### src/hw/rtl/kdl_pkg.sv
// shared constants and types for the keypad door lock controller
// key classes, mode and status codes, register indexes, queue item type
// no dependencies
package kdl_pkg;

    localparam int CODE_DIGITS = 5;
    localparam int IDX_W       = $clog2(CODE_DIGITS + 1);
    localparam logic [IDX_W-1:0] CODE_LEN = IDX_W'(CODE_DIGITS);

    localparam int TICK_W   = 11;
    localparam int TRIES_W  = 3;
    localparam int CFG_W    = 11;
    localparam int CFG_IDX_W = 2;
    localparam int MODE_W   = 4;
    localparam int DIGIT_W  = 4;
    localparam int KEY_W    = 8;
    localparam int MOTOR_W  = 2;

    localparam int QUEUE_DEPTH = 2;
    localparam int QPTR_W      = $clog2(QUEUE_DEPTH);
    localparam int QCNT_W      = $clog2(QUEUE_DEPTH + 1);

    // key values
    localparam logic [KEY_W-1:0] KEY_ENTER   = 8'd13;
    localparam logic [KEY_W-1:0] KEY_MINUS   = 8'd45;
    localparam logic [KEY_W-1:0] KEY_PLUS    = 8'd43;
    localparam logic [KEY_W-1:0] KEY_MAX_DIG = 8'd9;

    // item classes
    localparam int KIND_W = 3;
    localparam logic [KIND_W-1:0] K_TICK  = 3'd0;
    localparam logic [KIND_W-1:0] K_DIGIT = 3'd1;
    localparam logic [KIND_W-1:0] K_ENTER = 3'd2;
    localparam logic [KIND_W-1:0] K_MINUS = 3'd3;
    localparam logic [KIND_W-1:0] K_PLUS  = 3'd4;
    localparam logic [KIND_W-1:0] K_OTHER = 3'd5;

    // modes and status codes
    localparam logic [MODE_W-1:0] M_MENU     = 4'd0;
    localparam logic [MODE_W-1:0] M_NEW1     = 4'd1;
    localparam logic [MODE_W-1:0] M_NEW2     = 4'd2;
    localparam logic [MODE_W-1:0] S_SAVED    = 4'd3;
    localparam logic [MODE_W-1:0] S_MISMATCH = 4'd4;
    localparam logic [MODE_W-1:0] M_OLD      = 4'd5;
    localparam logic [MODE_W-1:0] S_CORRECT  = 4'd6;
    localparam logic [MODE_W-1:0] S_WRONG    = 4'd7;
    localparam logic [MODE_W-1:0] M_LOCKED   = 4'd8;
    localparam logic [MODE_W-1:0] M_OPENING  = 4'd9;
    localparam logic [MODE_W-1:0] M_OPENED   = 4'd10;
    localparam logic [MODE_W-1:0] M_CLOSING  = 4'd11;

    // motor drive
    localparam logic [MOTOR_W-1:0] MOTOR_STOP = 2'd0;
    localparam logic [MOTOR_W-1:0] MOTOR_CW   = 2'd1;
    localparam logic [MOTOR_W-1:0] MOTOR_CCW  = 2'd2;

    // configuration register indexes
    localparam logic [CFG_IDX_W-1:0] REG_OPEN_TICKS    = 2'd0;
    localparam logic [CFG_IDX_W-1:0] REG_HOLD_TICKS    = 2'd1;
    localparam logic [CFG_IDX_W-1:0] REG_LOCKOUT_TICKS = 2'd2;
    localparam logic [CFG_IDX_W-1:0] REG_MAX_TRIES     = 2'd3;

    localparam logic [TICK_W-1:0]  RST_OPEN_TICKS    = 11'd458;
    localparam logic [TICK_W-1:0]  RST_HOLD_TICKS    = 11'd92;
    localparam logic [TICK_W-1:0]  RST_LOCKOUT_TICKS = 11'd1832;
    localparam logic [TRIES_W-1:0] RST_MAX_TRIES     = 3'd3;
    localparam logic [TRIES_W-1:0] TRIES_SAT         = 3'd7;

    typedef struct packed {
        logic [KIND_W-1:0]  kind;
        logic [DIGIT_W-1:0] digit;
    } t_item;

endpackage

### src/hw/rtl/kdl_front.sv
// front end: accepts key and tick transactions and classifies them
// depends on kdl_pkg
module kdl_front (
    input  logic                      i_func,
    input  logic [kdl_pkg::KEY_W-1:0] i_key_code,
    output kdl_pkg::t_item            o_item
);

    always_comb begin
        o_item.digit = i_key_code[kdl_pkg::DIGIT_W-1:0];
        if (i_func) begin
            o_item.kind = kdl_pkg::K_TICK;
        end else if (i_key_code <= kdl_pkg::KEY_MAX_DIG) begin
            o_item.kind = kdl_pkg::K_DIGIT;
        end else if (i_key_code == kdl_pkg::KEY_ENTER) begin
            o_item.kind = kdl_pkg::K_ENTER;
        end else if (i_key_code == kdl_pkg::KEY_MINUS) begin
            o_item.kind = kdl_pkg::K_MINUS;
        end else if (i_key_code == kdl_pkg::KEY_PLUS) begin
            o_item.kind = kdl_pkg::K_PLUS;
        end else begin
            o_item.kind = kdl_pkg::K_OTHER;
        end
        if (o_item.kind != kdl_pkg::K_DIGIT) begin
            o_item.digit = '0;
        end
    end

endmodule

### src/hw/rtl/kdl_queue.sv
// short queue of classified items between front and back
// depends on kdl_pkg
module kdl_queue (
    input  logic           i_clk,
    input  logic           i_rst_n,
    input  logic           i_push,
    input  kdl_pkg::t_item i_item,
    output logic           o_full,
    output logic           o_valid,
    input  logic           i_pop,
    output kdl_pkg::t_item o_item
);

    kdl_pkg::t_item                r_mem [kdl_pkg::QUEUE_DEPTH];
    logic [kdl_pkg::QPTR_W-1:0]    r_wr_ptr;
    logic [kdl_pkg::QPTR_W-1:0]    r_rd_ptr;
    logic [kdl_pkg::QCNT_W-1:0]    r_count;
    logic [kdl_pkg::QPTR_W-1:0]    n_wr_ptr;
    logic [kdl_pkg::QPTR_W-1:0]    n_rd_ptr;
    logic [kdl_pkg::QCNT_W-1:0]    n_count;

    assign o_full  = (r_count == kdl_pkg::QCNT_W'(kdl_pkg::QUEUE_DEPTH));
    assign o_valid = (r_count != '0);
    assign o_item  = r_mem[r_rd_ptr];

    always_comb begin
        n_wr_ptr = r_wr_ptr;
        n_rd_ptr = r_rd_ptr;
        n_count  = r_count;
        if (i_push) begin
            n_wr_ptr = (r_wr_ptr == kdl_pkg::QPTR_W'(kdl_pkg::QUEUE_DEPTH - 1)) ? '0
                     : r_wr_ptr + 1'b1;
        end
        if (i_pop) begin
            n_rd_ptr = (r_rd_ptr == kdl_pkg::QPTR_W'(kdl_pkg::QUEUE_DEPTH - 1)) ? '0
                     : r_rd_ptr + 1'b1;
        end
        if (i_push && !i_pop) begin
            n_count = r_count + 1'b1;
        end else if (!i_push && i_pop) begin
            n_count = r_count - 1'b1;
        end
    end

    always_ff @(posedge i_clk) begin
        if (!i_rst_n) begin
            r_wr_ptr <= '0;
            r_rd_ptr <= '0;
            r_count  <= '0;
        end else begin
            r_wr_ptr <= n_wr_ptr;
            r_rd_ptr <= n_rd_ptr;
            r_count  <= n_count;
        end
    end

    always_ff @(posedge i_clk) begin
        if (i_push) begin
            r_mem[r_wr_ptr] <= i_item;
        end
    end

endmodule

### src/hw/rtl/kdl_back.sv
// back end: lock state machine, code stores, tick counting, result register
// depends on kdl_pkg
module kdl_back (
    input  logic                          i_clk,
    input  logic                          i_rst_n,
    input  logic                          i_cfg_we,
    input  logic [kdl_pkg::CFG_IDX_W-1:0] i_cfg_index,
    input  logic [kdl_pkg::CFG_W-1:0]     i_cfg_data,
    input  logic                          i_item_valid,
    input  kdl_pkg::t_item                i_item,
    output logic                          o_pop,
    output logic                          o_out_valid,
    input  logic                          i_out_stall,
    output logic [kdl_pkg::MODE_W-1:0]    o_status,
    output logic [kdl_pkg::MOTOR_W-1:0]   o_motor,
    output logic                          o_buzzer,
    output logic                          o_echo_valid,
    output logic [kdl_pkg::DIGIT_W-1:0]   o_echo_digit
);

    localparam int N  = kdl_pkg::CODE_DIGITS;
    localparam int DW = kdl_pkg::DIGIT_W;

    logic [kdl_pkg::TICK_W-1:0]  r_open_ticks;
    logic [kdl_pkg::TICK_W-1:0]  r_hold_ticks;
    logic [kdl_pkg::TICK_W-1:0]  r_lockout_ticks;
    logic [kdl_pkg::TRIES_W-1:0] r_max_tries;

    logic [kdl_pkg::MODE_W-1:0]  r_mode,  n_mode;
    logic                        r_pc,    n_pc;
    logic [kdl_pkg::IDX_W-1:0]   r_idx,   n_idx;
    logic [kdl_pkg::TRIES_W-1:0] r_wrong, n_wrong;
    logic [kdl_pkg::TICK_W-1:0]  r_tick,  n_tick;

    logic [N-1:0][DW-1:0] r_entry;
    logic [N-1:0][DW-1:0] r_first;
    logic [N-1:0][DW-1:0] r_stored;

    logic                        r_out_valid;
    logic [kdl_pkg::MODE_W-1:0]  r_status;
    logic [kdl_pkg::MOTOR_W-1:0] r_motor;
    logic                        r_buzzer;
    logic                        r_echo_valid;
    logic [DW-1:0]               r_echo_digit;

    logic [kdl_pkg::MODE_W-1:0]  cur_mode;
    logic [kdl_pkg::MODE_W-1:0]  status;
    logic [kdl_pkg::MODE_W-1:0]  tick_next;
    logic [kdl_pkg::TICK_W-1:0]  tick_limit;
    logic [kdl_pkg::TICK_W-1:0]  tick_inc;
    logic [kdl_pkg::TRIES_W-1:0] wrong_inc;
    logic                        timed;
    logic                        entry_we;
    logic                        first_we;
    logic                        stored_we;
    logic                        echo_valid;
    logic [DW-1:0]               echo_digit;
    logic [kdl_pkg::MOTOR_W-1:0] motor;

    // take the next item whenever the result register is free or being drained
    assign o_pop = i_item_valid && (!r_out_valid || !i_out_stall);

    assign tick_inc  = r_tick + 1'b1;
    assign wrong_inc = (r_wrong < kdl_pkg::TRIES_SAT) ? r_wrong + 1'b1 : r_wrong;

    always_comb begin
        n_pc       = r_pc;
        n_idx      = r_idx;
        n_wrong    = r_wrong;
        n_tick     = r_tick;
        entry_we   = 1'b0;
        first_we   = 1'b0;
        stored_we  = 1'b0;
        echo_valid = 1'b0;
        echo_digit = '0;
        timed      = 1'b1;
        tick_limit = r_open_ticks;
        tick_next  = kdl_pkg::M_MENU;

        // outcome codes and unknown codes fall back to the menu
        cur_mode = r_mode;
        if (r_mode > kdl_pkg::M_CLOSING || r_mode == kdl_pkg::S_SAVED ||
            r_mode == kdl_pkg::S_MISMATCH || r_mode == kdl_pkg::S_CORRECT ||
            r_mode == kdl_pkg::S_WRONG) begin
            cur_mode = kdl_pkg::M_MENU;
            n_idx    = '0;
        end
        n_mode = cur_mode;
        status = cur_mode;

        case (cur_mode)
            kdl_pkg::M_OPENING: begin
                tick_limit = r_open_ticks;
                tick_next  = kdl_pkg::M_OPENED;
            end
            kdl_pkg::M_OPENED: begin
                tick_limit = r_hold_ticks;
                tick_next  = kdl_pkg::M_CLOSING;
            end
            kdl_pkg::M_CLOSING: begin
                tick_limit = r_open_ticks;
                tick_next  = kdl_pkg::M_MENU;
            end
            kdl_pkg::M_LOCKED: begin
                tick_limit = r_lockout_ticks;
                tick_next  = kdl_pkg::M_MENU;
            end
            default: begin
                timed = 1'b0;
            end
        endcase

        if (i_item.kind == kdl_pkg::K_TICK) begin
            if (timed) begin
                n_tick = tick_inc;
                if (tick_inc >= tick_limit) begin
                    n_tick = '0;
                    n_mode = tick_next;
                    if (cur_mode == kdl_pkg::M_LOCKED) begin
                        n_wrong = '0;
                    end
                    if (tick_next == kdl_pkg::M_MENU) begin
                        n_idx = '0;
                    end
                end
            end
            status = n_mode;
        end else if (cur_mode == kdl_pkg::M_MENU) begin
            if (i_item.kind == kdl_pkg::K_MINUS || i_item.kind == kdl_pkg::K_PLUS) begin
                n_pc   = (i_item.kind == kdl_pkg::K_MINUS);
                n_mode = kdl_pkg::M_OLD;
                n_idx  = '0;
            end
            status = n_mode;
        end else if (cur_mode == kdl_pkg::M_NEW1 || cur_mode == kdl_pkg::M_NEW2 ||
                     cur_mode == kdl_pkg::M_OLD) begin
            if (r_idx < kdl_pkg::CODE_LEN) begin
                if (i_item.kind == kdl_pkg::K_DIGIT) begin
                    entry_we   = 1'b1;
                    n_idx      = r_idx + 1'b1;
                    echo_valid = 1'b1;
                    echo_digit = i_item.digit;
                end
            end else if (i_item.kind == kdl_pkg::K_ENTER) begin
                n_idx = '0;
                if (cur_mode == kdl_pkg::M_NEW1) begin
                    first_we = 1'b1;
                    n_mode   = kdl_pkg::M_NEW2;
                    status   = kdl_pkg::M_NEW2;
                end else if (cur_mode == kdl_pkg::M_NEW2) begin
                    if (r_first == r_entry) begin
                        stored_we = 1'b1;
                        n_mode    = kdl_pkg::M_MENU;
                        status    = kdl_pkg::S_SAVED;
                    end else begin
                        n_mode = kdl_pkg::M_NEW1;
                        status = kdl_pkg::S_MISMATCH;
                    end
                end else if (r_stored == r_entry) begin
                    n_wrong = '0;
                    if (r_pc) begin
                        n_mode = kdl_pkg::M_NEW1;
                        status = kdl_pkg::S_CORRECT;
                    end else begin
                        n_idx  = r_idx;
                        n_mode = kdl_pkg::M_OPENING;
                        n_tick = '0;
                        status = kdl_pkg::M_OPENING;
                    end
                end else begin
                    n_wrong = wrong_inc;
                    if (wrong_inc >= r_max_tries) begin
                        n_idx  = r_idx;
                        n_mode = kdl_pkg::M_LOCKED;
                        n_tick = '0;
                        status = kdl_pkg::M_LOCKED;
                    end else begin
                        n_mode = kdl_pkg::M_OLD;
                        status = kdl_pkg::S_WRONG;
                    end
                end
            end else begin
                // any other key after a full code restarts the entry
                n_idx = '0;
            end
        end

        if (n_mode == kdl_pkg::M_OPENING) begin
            motor = kdl_pkg::MOTOR_CW;
        end else if (n_mode == kdl_pkg::M_CLOSING) begin
            motor = kdl_pkg::MOTOR_CCW;
        end else begin
            motor = kdl_pkg::MOTOR_STOP;
        end
    end

    always_ff @(posedge i_clk) begin
        if (!i_rst_n) begin
            r_open_ticks    <= kdl_pkg::RST_OPEN_TICKS;
            r_hold_ticks    <= kdl_pkg::RST_HOLD_TICKS;
            r_lockout_ticks <= kdl_pkg::RST_LOCKOUT_TICKS;
            r_max_tries     <= kdl_pkg::RST_MAX_TRIES;
        end else if (i_cfg_we) begin
            case (i_cfg_index)
                kdl_pkg::REG_OPEN_TICKS:    r_open_ticks    <= i_cfg_data;
                kdl_pkg::REG_HOLD_TICKS:    r_hold_ticks    <= i_cfg_data;
                kdl_pkg::REG_LOCKOUT_TICKS: r_lockout_ticks <= i_cfg_data;
                kdl_pkg::REG_MAX_TRIES:     r_max_tries     <= i_cfg_data[kdl_pkg::TRIES_W-1:0];
                default: ;
            endcase
        end
    end

    always_ff @(posedge i_clk) begin
        if (!i_rst_n) begin
            r_mode      <= kdl_pkg::M_NEW1;
            r_pc        <= 1'b0;
            r_idx       <= '0;
            r_wrong     <= '0;
            r_tick      <= '0;
            r_out_valid <= 1'b0;
        end else begin
            if (o_pop) begin
                r_mode  <= n_mode;
                r_pc    <= n_pc;
                r_idx   <= n_idx;
                r_wrong <= n_wrong;
                r_tick  <= n_tick;
            end
            if (o_pop) begin
                r_out_valid <= 1'b1;
            end else if (!i_out_stall) begin
                r_out_valid <= 1'b0;
            end
        end
    end

    always_ff @(posedge i_clk) begin
        if (o_pop) begin
            r_status     <= status;
            r_motor      <= motor;
            r_buzzer     <= (n_mode == kdl_pkg::M_LOCKED);
            r_echo_valid <= echo_valid;
            r_echo_digit <= echo_digit;
            for (int i = 0; i < N; i++) begin
                if (entry_we && r_idx == kdl_pkg::IDX_W'(i)) begin
                    r_entry[i] <= i_item.digit;
                end
            end
            if (first_we) begin
                r_first <= r_entry;
            end
            if (stored_we) begin
                r_stored <= r_entry;
            end
        end
    end

    assign o_out_valid  = r_out_valid;
    assign o_status     = r_status;
    assign o_motor      = r_motor;
    assign o_buzzer     = r_buzzer;
    assign o_echo_valid = r_echo_valid;
    assign o_echo_digit = r_echo_digit;

endmodule

### src/hw/rtl/keypad_door_lock_controller.sv
// top level of the keypad door lock controller: front classifier, item queue, lock engine
// depends on kdl_pkg, kdl_front, kdl_queue, kdl_back
//
//  channel  direction  handshake                    payload
//  in       input      i_in_valid / o_in_stall      i_func, i_key_code
//  out      output     o_out_valid / i_out_stall    o_status, o_motor, o_buzzer,
//                                                   o_echo_valid, o_echo_digit
//  cfg      input      i_cfg_we                     i_cfg_index, i_cfg_data
//
// one transaction per cycle sustained while i_out_stall is low; a result is registered
// after its input is written into the queue and popped by the state update
// the two-entry queue raises o_in_stall only when full, which happens only while
// i_out_stall holds the result register
// synchronous active-low reset returns to new-code entry with default timings;
// the code stores are undefined until first written
module keypad_door_lock_controller (
    input  logic                          i_clk,
    input  logic                          i_rst_n,
    input  logic                          i_cfg_we,
    input  logic [kdl_pkg::CFG_IDX_W-1:0] i_cfg_index,
    input  logic [kdl_pkg::CFG_W-1:0]     i_cfg_data,
    input  logic                          i_in_valid,
    output logic                          o_in_stall,
    input  logic                          i_func,
    input  logic [kdl_pkg::KEY_W-1:0]     i_key_code,
    output logic                          o_out_valid,
    input  logic                          i_out_stall,
    output logic [kdl_pkg::MODE_W-1:0]    o_status,
    output logic [kdl_pkg::MOTOR_W-1:0]   o_motor,
    output logic                          o_buzzer,
    output logic                          o_echo_valid,
    output logic [kdl_pkg::DIGIT_W-1:0]   o_echo_digit
);

    kdl_pkg::t_item front_item;
    kdl_pkg::t_item queue_item;
    logic           queue_full;
    logic           queue_valid;
    logic           queue_pop;
    logic           push;

    assign o_in_stall = queue_full;
    assign push       = i_in_valid && !queue_full;

    kdl_front u_front (
        .i_func     (i_func),
        .i_key_code (i_key_code),
        .o_item     (front_item)
    );

    kdl_queue u_queue (
        .i_clk   (i_clk),
        .i_rst_n (i_rst_n),
        .i_push  (push),
        .i_item  (front_item),
        .o_full  (queue_full),
        .o_valid (queue_valid),
        .i_pop   (queue_pop),
        .o_item  (queue_item)
    );

    kdl_back u_back (
        .i_clk        (i_clk),
        .i_rst_n      (i_rst_n),
        .i_cfg_we     (i_cfg_we),
        .i_cfg_index  (i_cfg_index),
        .i_cfg_data   (i_cfg_data),
        .i_item_valid (queue_valid),
        .i_item       (queue_item),
        .o_pop        (queue_pop),
        .o_out_valid  (o_out_valid),
        .i_out_stall  (i_out_stall),
        .o_status     (o_status),
        .o_motor      (o_motor),
        .o_buzzer     (o_buzzer),
        .o_echo_valid (o_echo_valid),
        .o_echo_digit (o_echo_digit)
    );

endmodule

### config.mk
export PLATFORM = sky130hd
export DESIGN_NAME = keypad_door_lock_controller
export DESIGN_NICKNAME = d
export VERILOG_FILES = /design/src/hw/rtl/kdl_pkg.sv /design/src/hw/rtl/kdl_front.sv /design/src/hw/rtl/kdl_queue.sv /design/src/hw/rtl/kdl_back.sv /design/src/hw/rtl/keypad_door_lock_controller.sv
export SDC_FILE = /design/constraint.sdc
export NUM_CORES = 1
export LEC_CHECK = 0
export BUFFER_PORTS_ARGS = -buffer_cell sky130_fd_sc_hd__buf_2
export CAP_MARGIN = 10
export CORE_MARGIN = 2
export CORE_UTILIZATION = 45
export DETAILED_ROUTE_END_ITERATION = 6
export HOLD_SLACK_MARGIN = 0.05
export PLACE_DENSITY_LB_ADDON = 0.12
export SYNTH_ARGS = -nofsm -noshare
export SYNTH_HDL_FRONTEND = slang
export SYNTH_HIERARCHICAL = 1
export SYNTH_SLANG_ARGS = --single-unit
### constraint.sdc
create_clock -name i_clk -period 7.3 [get_ports i_clk]
set_clock_uncertainty 0.1 [all_clocks]
set_input_delay 1.095 -clock i_clk [delete_from_list [all_inputs] [get_ports i_clk]]
set_output_delay 1.095 -clock i_clk [all_outputs]
set_load 0.02 [all_outputs]
==> results of run 1 <==
-- layout make-up --
class	count	share of cell area, %
sequential	150	47.8
multi-input combinational	494	37.9
clock buffer	17	5.26
tap	211	3.27
timing repair buffer	47	3.13
clock inverter	15	1.78
inverter	19	0.882
-- per-layer routing --
layer	vias up	routed length, µm
li1	2551	-
met1	2473	7420
met2	133	7180
met3	21	771
met4	0	274
met5	-	0
-- cells by family (layout without fill, tap and decap cells) --
group,after synthesis,count (layout),synth area share [%]
simple gates,267,267,18.6
flops,150,150,54.2
compound gates,143,143,12.4
buf+inv,47,98,2.88
xor+xnor,46,46,5.65
fa+ha+maj,22,22,3.86
mux,16,16,2.39
-- worst register-to-register path, stage by stage (launching register included) --
cell,delay [ps]
dfxtp_1,610
nand2b_1,200
nor2_1,810
o21ai_0,190
ha_1,330
a211o_1,290
o211ai_1,100
o211ai_1,130
a21o_1,250
nor3_1,350
clkbuf_4,290
a21oi_1,80
a211oi_1,230
-- layout by cell type (no fill, tap or decap), types with 5 or more instances in the layout --
cell type    n
a211oi_1     5
inv_6        5
a31oi_1      5
nor2_1      35
nor2b_1      8
and2_1      13
ha_1        22
nand3_1     25
or2_2       11
o21ai_0     41
nor4_1       6
dfxtp_1     64
o211ai_1     6
buf_4        6
buf_2       40
clkbuf_16   17
a21o_1       6
a22oi_1     14
nand2b_1     7
mux2i_1      8
xor2_1      23
xnor2_1     23
and3_1      11
a21oi_1     42
nand2_1    111
nor3_1       9
edfxtp_1    86
nand4_1      9
inv_1       18
mux2_2       8
-- flip-flops by register name (all words and copies together) (netlist names), 3 cells and up, named ones only --
name / count
u_back/r_entry: 20
u_back/r_first: 20
u_back/r_stored: 20
u_queue/r_mem: 14
u_back/r_hold_ticks: 11
u_back/r_lockout_ticks: 11
u_back/r_open_ticks: 11
u_back/r_tick: 11
u_back/o_echo_digit: 4
u_back/o_status: 4
u_back/r_mode: 4
u_back/r_idx: 3
u_back/r_max_tries: 3
u_back/r_wrong: 3
-- through the flow --
stage | cell area (µm²) | hold slack [ps] | worst slack, ps | instances
finish | 8080 | 354 | 3250 | 953
global route | 8080 | 381 | 2780 | 953
CTS | 8080 | 356 | 2830 | 952
detailed placement | 7510 | 348 | 2840 | 920
global placement | 7510 | 351 | 2970 | 920
floorplan | 7120 | 333 | 3450 | 691
-- power groups by stage --
stage               clock, mW  combinational (mW)  sequential (mW)
floorplan                   0               0.333             1.08
global placement            0               0.476             1.07
detailed placement          0               0.478             1.07
CTS                     0.853               0.481             1.05
global route            0.889               0.529             1.06
finish                  0.836               0.483             1.05
-- final timing paths --
path | from | endpoint | slack (ps) | cells past startpoint
worst max-delay path | u_back/r_mode[3] | u_back/r_tick[2] | 3250 | 12
worst min-delay path | u_back/r_open_ticks[10] | u_back/r_open_ticks[10] | 350 | 2
worst max register to register | u_back/r_mode[3] | u_back/r_tick[2] | 3250 | 12
worst min register to register | u_back/r_open_ticks[10] | u_back/r_open_ticks[10] | 350 | 2
==> qor.txt, run 1 <==
Clock share of power - 35.2%
1st-iter DRT viols - 386
Root buf cell - clkbuf_16
GPL Wtd Cong - 0.893
Mapped Area - 0.00712 mm²
Yosys cell types - 62
Clk sinks - 150
Util after Layout - 52.8%
Ys async rst share - 0%
Vias in the first global route - 4942
Net Sw Power - 0.736 mW
Nets - 778
CP bufs+invs - 1
Yosys top cell area share - 36.2%
Router iterations before antenna repair - 5
CTS tree - done
Final setup fails - 0
Synthesized instance count - 691
Largest net degree at the start of global routing - 32
VDD IR max - 0.000244 V
Global-route met1 utilization - 26.4%
Htree depth - 4
Rel. slew slack - 31.2%
Min cycle time layout - 4050 ps
Clock Latency Late Sink - 420 ps
Antenna violations before repair - 0
Sequential area share after synthesis - 54.2%
Vias - 5178
Routed length per placed instance - 16.4 µm
Most frequent cell after synthesis - nand2_1
Total congestion overflow - 0
Fin Setup TNS - 0 ps
Multi-input gate area - 0.00306 mm²
Pwr Total - 2.37 mW
CP Max Fanout - 22
Critical Path RT - 7540 ps
# fillers - 1415
Area Growth Syn to Fin - 13.5%
Post-CTS Setup Bufs - 0
Top post-synthesis cells by count - 111 x nand2_1, 86 x edfxtp_1, 64 x dfxtp_1
Synth top area cells - edfxtp_1 36%, dfxtp_1 18%, nand2_1 5.8%
Post-synth EDFFs - 86
CTS Buf Count - 17
Max-Cap Viols - 0
Setup CP Type - register to register
Worst-path cell chain - nand2b_1 > nor2_1 > o21ai_0 > ha_1 > a211o_1 > o211ai_1 > o211ai_1 > a21o_1 > nor3_1 > clkbuf_4 > a21oi_1 > a211oi_1
Max-slew violations - 0
Worst Setup Start Kind - register
Outcome - completed
Routing usage on met2 - 30.7%
Die Area - 0.0169 mm²
Post-synthesis register bit count - 150
Post-CTS resize count - 0
Main synth FF type - edfxtp_1
Comb pwr share - 20.4%
Sequential share of power - 44.4%
Sw frac - 31.0%
Syn_nets - 740
DR vias/cell - 5.43
Leak pwr - 3.12 nW
Fin crit share - 55.4%
Final wirelength - 15.6 mm
DRT antenna net count - 0
CP peak stage delay - 810 ps
Mean Syn Cell Area - 10.3 µm²
I/O Buffers - 40
Int Pwr - 1.64 mW
Worst path slowest cell - nor2_1
PwrDens - 294 mW/mm²
Measured slew at the worst slew-check pin - 1030 ps
GRT Max-Usage Layer - met2
Max Freq - 247 MHz
Die Span Y - 130 µm
Worst Setup End Kind - register
Ratio of cells with drive above 1 in the final layout - 14.8%
Clock transition at path regs - 60 ps
Post-synth top area cell - edfxtp_1
Routing usage on met3 - 4.39%
WP data arrival - 4280 ps
First-pass GRT wire length - 25.3 mm
Die Wd - 130 µm
CP dominant cell by count - o211ai_1
CP top delay family - simple AND/OR/NAND/NOR gates
Num rows - 45
Initial core utilization - 46.5%
IO Pins - 41
Worst-case clock buffer depth - 2
Hold Fails Final Rpt - 0
Hold crit path type - register to register
DRC - 0
# diodes - 0
RSZ-0062 raised after global routing - no
HPWL after DPL - 11.1 mm
Sequential cell area - 0.00386 mm²
Count of yosys warnings during synthesis - 6
Core Area - 0.0153 mm²
Hold buffer count at CTS - 0
Tot GR Track Use - 19.6%
Note: power is estimated with default switching activity, not from simulation.
==> run 2: changes to the inputs <==
Clock period 7.3 ns to 3.3 ns, I/O delays scaled along.
==> run 2 against run 1 <==
Effect of this change:
- die area unchanged
- routed wire length up 1.3%
- core utilization up 1.8 points
- worst hold slack worse by 140 ps
- clock power up 130%
- non-clock buffer count up 15
- sequential power up 120%
- combinational power rose to 2.5 times the previous value
- critical path depth up 1
- fmax up 27%
- register-to-register slack worse by 3100 ps
- final cell count up 1.5%
- largest cell class unchanged
==> qor.txt, run 2 (synthesis gave the netlist of run 1 again) <==
Final wirelength - 15.8 mm (was 15.6 mm)
Worst Setup End Kind - register (unchanged)
Setup CP Type - register to register (unchanged)
GPL Wtd Cong - 0.870 (was 0.893)
Nets - 793 (was 778)
Top Metal Used - met4 (unchanged)
Area Growth Syn to Fin - 17.3% (was 13.5%)
CP bufs+invs - 3 (was 1)
# diodes - 0 (unchanged)
Sequential cell area - 0.00388 mm² (was 0.00386 mm²)
Hold buffer count at CTS - 0 (unchanged)
Worst r2r dst - u_back/o_motor[0] (was u_back/r_tick[2])
Largest net degree at the start of global routing - 37 (was 32)
IO Pins - 41 (unchanged)
Core Area - 0.0153 mm² (unchanged)
Worst path slowest cell - mux2_4 (was nor2_1)
1st-iter DRT viols - 377 (was 386)
Reg-to-reg slack, setup - 110 ps (was 3250 ps)
Levels on crit path - 13 (was 12)
Place WS - -47.8 ps (was 2840 ps)
WP data arrival - 3260 ps (was 4280 ps)
M1 wire length - 7.63 mm (was 7.42 mm)
Num rows - 45 (unchanged)
Post-route cell area - 0.00836 mm² (was 0.00808 mm²)
Antenna violations before repair - 0 (unchanged)
Rel. slew slack - 39.1% (was 31.2%)
Reg2reg path depth - 13 (was 12)
CP peak stage delay - 340 ps (was 810 ps)
Die Area - 0.0169 mm² (unchanged)
Finished Layout Cells - 967 (was 953)
Final setup fails - 0 (unchanged)
Net Sw Power - 1.60 mW (was 0.736 mW)
Root buf cell - clkbuf_16 (unchanged)
DR vias/cell - 5.37 (was 5.43)
CP top delay family - compound AO/OA/AOI/OAI gates (was simple AND/OR/NAND/NOR gates)
Sw frac - 29.6% (was 31.0%)
Max Freq - 313 MHz (was 247 MHz)
Routed length per placed instance - 16.4 µm (about the same)
Worst Setup Start Kind - register (unchanged)
Placed inst area - 0.00763 mm² (was 0.00751 mm²)
VDD IR max - 0.000413 V (was 0.000244 V)
# fillers - 1376 (was 1415)
Comb pwr share - 22.4% (was 20.4%)
CP Max Fanout - 7 (was 22)
Worst-path cell chain - inv_1 > o211ai_1 > buf_6 > buf_2 > a22oi_1 > nand2_1 > o21ai_0 > ha_1 > o21ai_0 > o211ai_1 > a31o_2 > mux2_4 > o311a_1 (was nand2b_1 > nor2_1 > o21ai_0 > ha_1 > a211o_1 > o211ai_1 > o211ai_1 > a21o_1 > nor3_1 > clkbuf_4 > a21oi_1 > a211oi_1)
Multi-input gate area - 0.00318 mm² (was 0.00306 mm²)
DRC - 0 (unchanged)
Sequential share of power - 42.0% (was 44.4%)
Outcome - completed (unchanged)
Pwr Total - 5.40 mW (was 2.37 mW)
Clock share of power - 35.6% (was 35.2%)
Met2 wire len - 7.28 mm (was 7.18 mm)
Commonest non-fill, non-tap cell in the layout - nand2_1 (unchanged)
Int Pwr - 3.80 mW (was 1.64 mW)
Router iterations before antenna repair - 5 (unchanged)
Die Wd - 130 µm (unchanged)
DRT antenna net count - 0 (unchanged)
Max-Cap Viols - 0 (unchanged)
Vias in the first global route - 4920 (was 4942)
Fin crit share - 96.8% (was 55.4%)
Clk sinks - 150 (unchanged)
Hold Fails Final Rpt - 0 (unchanged)
Leak pwr - 3.22 nW (was 3.12 nW)
PwrDens - 646 mW/mm² (was 294 mW/mm²)
Tot GR Track Use - 19.5% (was 19.6%)
Critical Path RT - 3370 ps (was 7540 ps)
Max-slew violations - 0 (unchanged)
Post-route setup slack - 107 ps (was 3250 ps)
CP startpoint - u_back/r_mode[0] (was u_back/r_mode[3])
Measured slew at the worst slew-check pin - 910 ps (was 1030 ps)
HPWL after DPL - 11.1 mm (about the same)
CTS tree - done (unchanged)
Worst-case clock buffer depth - 2 (unchanged)
Commonest non-fill, non-tap cells in the layout - 111 x nand2_1, 86 x edfxtp_1, 58 x dfxtp_1 (was 111 x nand2_1, 86 x edfxtp_1, 64 x dfxtp_1)
Clock transition at path regs - 60 ps (about the same)
Die Span Y - 130 µm (unchanged)
First-pass GRT wire length - 25.3 mm (about the same)
Hold crit path type - primary input to register (was register to register)
End point of the critical path - u_back/o_motor[0] (was u_back/r_tick[2])
Ratio of cells with drive above 1 in the final layout - 18.9% (was 14.8%)
Vias - 5188 (was 5178)
Top Registers - u_back/r_entry: 20 flops, u_back/r_first: 20 flops, u_back/r_stored: 20 flops (unchanged)
Placed Cells - 932 (was 920)
Min cycle time layout - 3190 ps (was 4050 ps)
I/O Buffers - 40 (unchanged)
Initial core utilization - 46.5% (unchanged)
Metal3 WL - 706 µm (was 771 µm)
FF-to-FF Start - u_back/r_mode[0] (was u_back/r_mode[3])
Clock Latency Late Sink - 420 ps (about the same)
Total congestion overflow - 0 (unchanged)
Htree depth - 4 (unchanged)
CTS Buf Count - 17 (unchanged)
==> run 2: timing repair <==
item,in CTS,in global routing
pin swaps,4,8
gates resized for setup,5,27
buffers inserted,0,5
endpoints found under the setup margin,4,20
==> run 2: worst min-delay path by stage <==
stage / slack [ps] / start / to / cells past startpoint
2_1_floorplan: 330 / u_back/r_open_ticks[10] / u_back/r_open_ticks[10] / 2
3_3_place_gp: 340 / u_back/r_lockout_ticks[2] / u_back/r_lockout_ticks[2] / 2
3_5_place_dp: 350 / u_back/r_hold_ticks[8] / u_back/r_hold_ticks[8] / 2
4_1_cts: 190 / i_cfg_data[7] / u_back/r_open_ticks[7] / 3
5_1_grt: 220 / i_cfg_data[3] / u_back/r_hold_ticks[3] / 3
6_report: 210 / i_cfg_data[7] / u_back/r_open_ticks[7] / 3
==> run 2: layout make-up <==
| class | instances | area share [%] |
|---|---|---|
| clock inverters | 12 | 1.83 |
| clock buffers | 19 | 5.18 |
| well taps | 211 | 3.16 |
| flip-flops and latches | 150 | 46.4 |
| multi-input cells | 494 | 38.1 |
| inverters | 19 | 0.853 |
| repair buffers | 62 | 4.54 |
==> run 2: power groups by stage <==
stage | sequential [mW] | clock, mW | combinational [mW]
after floorplan | 2.39 | 0 | 0.741
after global placement | 2.31 | 0 | 1.16
after detailed placement | 2.31 | 0 | 1.18
after CTS | 2.27 | 1.96 | 1.20
after global routing | 2.29 | 2.05 | 1.33
final | 2.27 | 1.92 | 1.21
==> run 2: through the flow <==
| step | hold slack, ps | setup TNS, ps | util [%] |
|---|---|---|---|
| after floorplan | 333 | 0 | - |
| after global placement | 344 | 0 | 49.8 |
| after detailed placement | 351 | -125 | 49.8 |
| after CTS | 195 | 0 | 53.8 |
| after global routing | 221 | -53.1 | 54.6 |
| final | 213 | 0 | 54.6 |
==> run 2: routing by layer <==
layer	up-vias	global-route usage, %
li1	2585	-
met1	2473	27.1
met2	112	30.6
met3	18	3.73
met4	0	7.27
met5	-	0
==> run 2: tightest hold or removal path: stages <==
cell and delay (ps):
buf_2 100, nand2_1 50, nand3_1 60
==> run 3: changes to the inputs <==
--- a/config.mk
+++ b/config.mk
@@ -12,4 +12,5 @@
 export DETAILED_ROUTE_END_ITERATION = 6
 export HOLD_SLACK_MARGIN = 0.05
+export MAX_ROUTING_LAYER = met4
 export PLACE_DENSITY_LB_ADDON = 0.12
 export SYNTH_ARGS = -nofsm -noshare
==> constraint.sdc (replaced) <==
create_clock -name i_clk -period 3.3 [get_ports i_clk]
set_clock_uncertainty 0.1 [all_clocks]
set_input_delay 0.66 -clock i_clk [delete_from_list [all_inputs] [get_ports i_clk]]
set_output_delay 0.66 -clock i_clk [all_outputs]
set_load 0.02 [all_outputs]
==> run 3 against run 2 <==
Effect of this change:
- final cell count unchanged
- design area increased by 0.54%
- global-route usage increased by 0.78 points
- sequential cell count unchanged
- sequential share of layout area decreased by 0.26 points
- combinational power about the same
- sequential power about the same
- critical path depth decreased by 2
- worst hold slack improved by 150 ps
- clock power increased by 9%
- non-clock buffer count decreased by 1
==> qor.txt, run 3 (synthesis gave the netlist of run 1 again) <==
HPWL after DPL - 11.1 mm (about the same)
Comb pwr share - 21.9% (was 22.4%)
Placed Cells - 933 (was 932)
Routed length per placed instance - 16.3 µm (was 16.4 µm)
Worst Setup End Kind - register (unchanged)
DRC - 0 (unchanged)
CTS Buf Count - 17 (unchanged)
Worst Setup Start Kind - register (unchanged)
Clock Latency Late Sink - 420 ps (about the same)
Worst-path cell chain - ha_4 > nand3_4 > and2_1 > or2_2 > ha_1 > a211o_1 > o211ai_1 > o211ai_1 > a31o_2 > mux2_4 > o311a_1 (was inv_1 > o211ai_1 > buf_6 > buf_2 > a22oi_1 > nand2_1 > o21ai_0 > ha_1 > o21ai_0 > o211ai_1 > a31o_2 > mux2_4 > o311a_1)
I/O Buffers - 40 (unchanged)
Router iterations before antenna repair - 5 (unchanged)
Vias - 5233 (was 5188)
Rel. slew slack - 41.8% (was 39.1%)
Commonest non-fill, non-tap cell in the layout - nand2_1 (unchanged)
Place WS - 3.82 ps (was -47.8 ps)
CP Max Fanout - 4 (was 7)
Core Area - 0.0153 mm² (unchanged)
Post-route cell area - 0.00840 mm² (was 0.00836 mm²)
Tot GR Track Use - 20.3% (was 19.5%)
Area Growth Syn to Fin - 17.9% (was 17.3%)
Clk sinks - 150 (unchanged)
Total congestion overflow - 0 (unchanged)
Die Area - 0.0169 mm² (unchanged)
Initial core utilization - 46.5% (unchanged)
GPL Wtd Cong - 0.870 (about the same)
Worst-case clock buffer depth - 2 (unchanged)
Fin crit share - 97.4% (was 96.8%)
Top Registers - u_back/r_entry: 20 flops, u_back/r_first: 20 flops, u_back/r_stored: 20 flops (unchanged)
Hold crit path type - register to register (was primary input to register)
Finished Layout Cells - 967 (unchanged)
Util after Layout - 54.9% (was 54.6%)
# fillers - 1339 (was 1376)
1st-iter DRT viols - 367 (was 377)
Setup CP Type - register to register (unchanged)
Worst path slowest cell - dfxtp_4 (was mux2_4)
DR vias/cell - 5.41 (was 5.37)
Die Wd - 130 µm (unchanged)
Largest net degree at the start of global routing - 37 (unchanged)
VDD IR max - 0.000380 V (was 0.000413 V)
Clock share of power - 37.6% (was 35.6%)
Antenna violations before repair - 0 (unchanged)
Nets - 792 (was 793)
Clock transition at path regs - 60 ps (about the same)
Min cycle time layout - 3210 ps (was 3190 ps)
Hold path depth - 2 (was 3)
IO Pins - 41 (unchanged)
Post-route setup slack - 85.2 ps (was 107 ps)
CP top delay family - compound AO/OA/AOI/OAI gates (unchanged)
CP bufs+invs - 0 (was 3)
Vias in the first global route - 5021 (was 4920)
WP data arrival - 3280 ps (was 3260 ps)
Hold Fails Final Rpt - 0 (unchanged)
Final setup fails - 0 (unchanged)
Measured slew at the worst slew-check pin - 870 ps (was 910 ps)
Htree depth - 4 (unchanged)
Outcome - completed (unchanged)
PwrDens - 665 mW/mm² (was 646 mW/mm²)
Die Span Y - 130 µm (unchanged)
Final wirelength - 15.7 mm (was 15.8 mm)
Sequential share of power - 40.5% (was 42.0%)
Max Freq - 311 MHz (was 313 MHz)
Commonest non-fill, non-tap cells in the layout - 111 x nand2_1, 86 x edfxtp_1, 59 x dfxtp_1 (was 111 x nand2_1, 86 x edfxtp_1, 58 x dfxtp_1)
# diodes - 0 (unchanged)
Sw frac - 29.2% (was 29.6%)
Max-slew violations - 0 (unchanged)
Root buf cell - clkbuf_16 (unchanged)
Int Pwr - 3.96 mW (was 3.80 mW)
Num rows - 45 (unchanged)
Levels on crit path - 11 (was 13)
Placed inst area - 0.00764 mm² (was 0.00763 mm²)
First-pass GRT wire length - 25.7 mm (was 25.3 mm)
Net Sw Power - 1.63 mW (was 1.60 mW)
CP dominant cell by count - o211ai_1
Leak pwr - 3.26 nW (was 3.22 nW)
Hold buffer count at CTS - 0 (unchanged)
CTS tree - done (unchanged)
Max-Cap Viols - 0 (unchanged)
DRT antenna net count - 0 (unchanged)
Critical Path RT - 3370 ps (about the same)
Ratio of cells with drive above 1 in the final layout - 18.4% (was 18.9%)
Fin Setup TNS - 0 ps (unchanged)
Reg2reg path depth - 11 (was 13)
CP peak stage delay - 370 ps (was 340 ps)
## run 3: tightest hold or removal path, cell delays in order, from the launching register on
cell     delay (ps)
dfxtp_1         310
nand2_1          50
a21oi_1          50
## run 3: timing repair
item,4_1_cts,5_1_grt
setup endpoints to repair,2,22
setup buffers,0,2
gates resized for setup,2,22
pin swaps,0,5
## run 3: layer usage
| layer | global-route usage (%) | wire (µm) |
|---|---|---|
| met4 | 7.65 | 204 |
| met3 | 4.02 | 582 |
| met2 | 30.6 | 7430 |
| met5 | - | 0 |
| met1 | 27.3 | 7510 |
## run 3: worst paths after layout
kind,slack [ps],endpoint,start
setup / recovery,90,u_back/o_motor[0],u_back/r_tick[0]
hold / removal,360,u_back/r_hold_ticks[10],u_back/r_hold_ticks[10]
setup reg to reg,90,u_back/o_motor[0],u_back/r_tick[0]
hold reg to reg,360,u_back/r_hold_ticks[10],u_back/r_hold_ticks[10]
## run 3: area by class of cell
cell class	instances	area (µm²)	share of cell area [%]
sequential	150	3870	46.1
multi-input combinational	494	3140	37.4
clock buffer	23	543	6.46
timing repair buffer	61	383	4.56
tap	211	264	3.14
clock inverter	9	121	1.44
inverter	19	71.3	0.849
## run 3: power groups by stage
stage / clock network, mW / registers, mW / logic, mW
finish: 2.10 / 2.27 / 1.22
floorplan: 0 / 2.39 / 0.741
detailed placement: 0 / 2.31 / 1.19
CTS: 2.15 / 2.27 / 1.20
global placement: 0 / 2.30 / 1.18
global route: 2.23 / 2.28 / 1.33
## run 3: per-stage QoR
step	power (mW)	hold WS, ps
2_1_floorplan	3.13	333
3_3_place_gp	3.48	344
3_5_place_dp	3.50	348
4_1_cts	5.61	360
5_1_grt	5.84	370
6_report	5.59	361
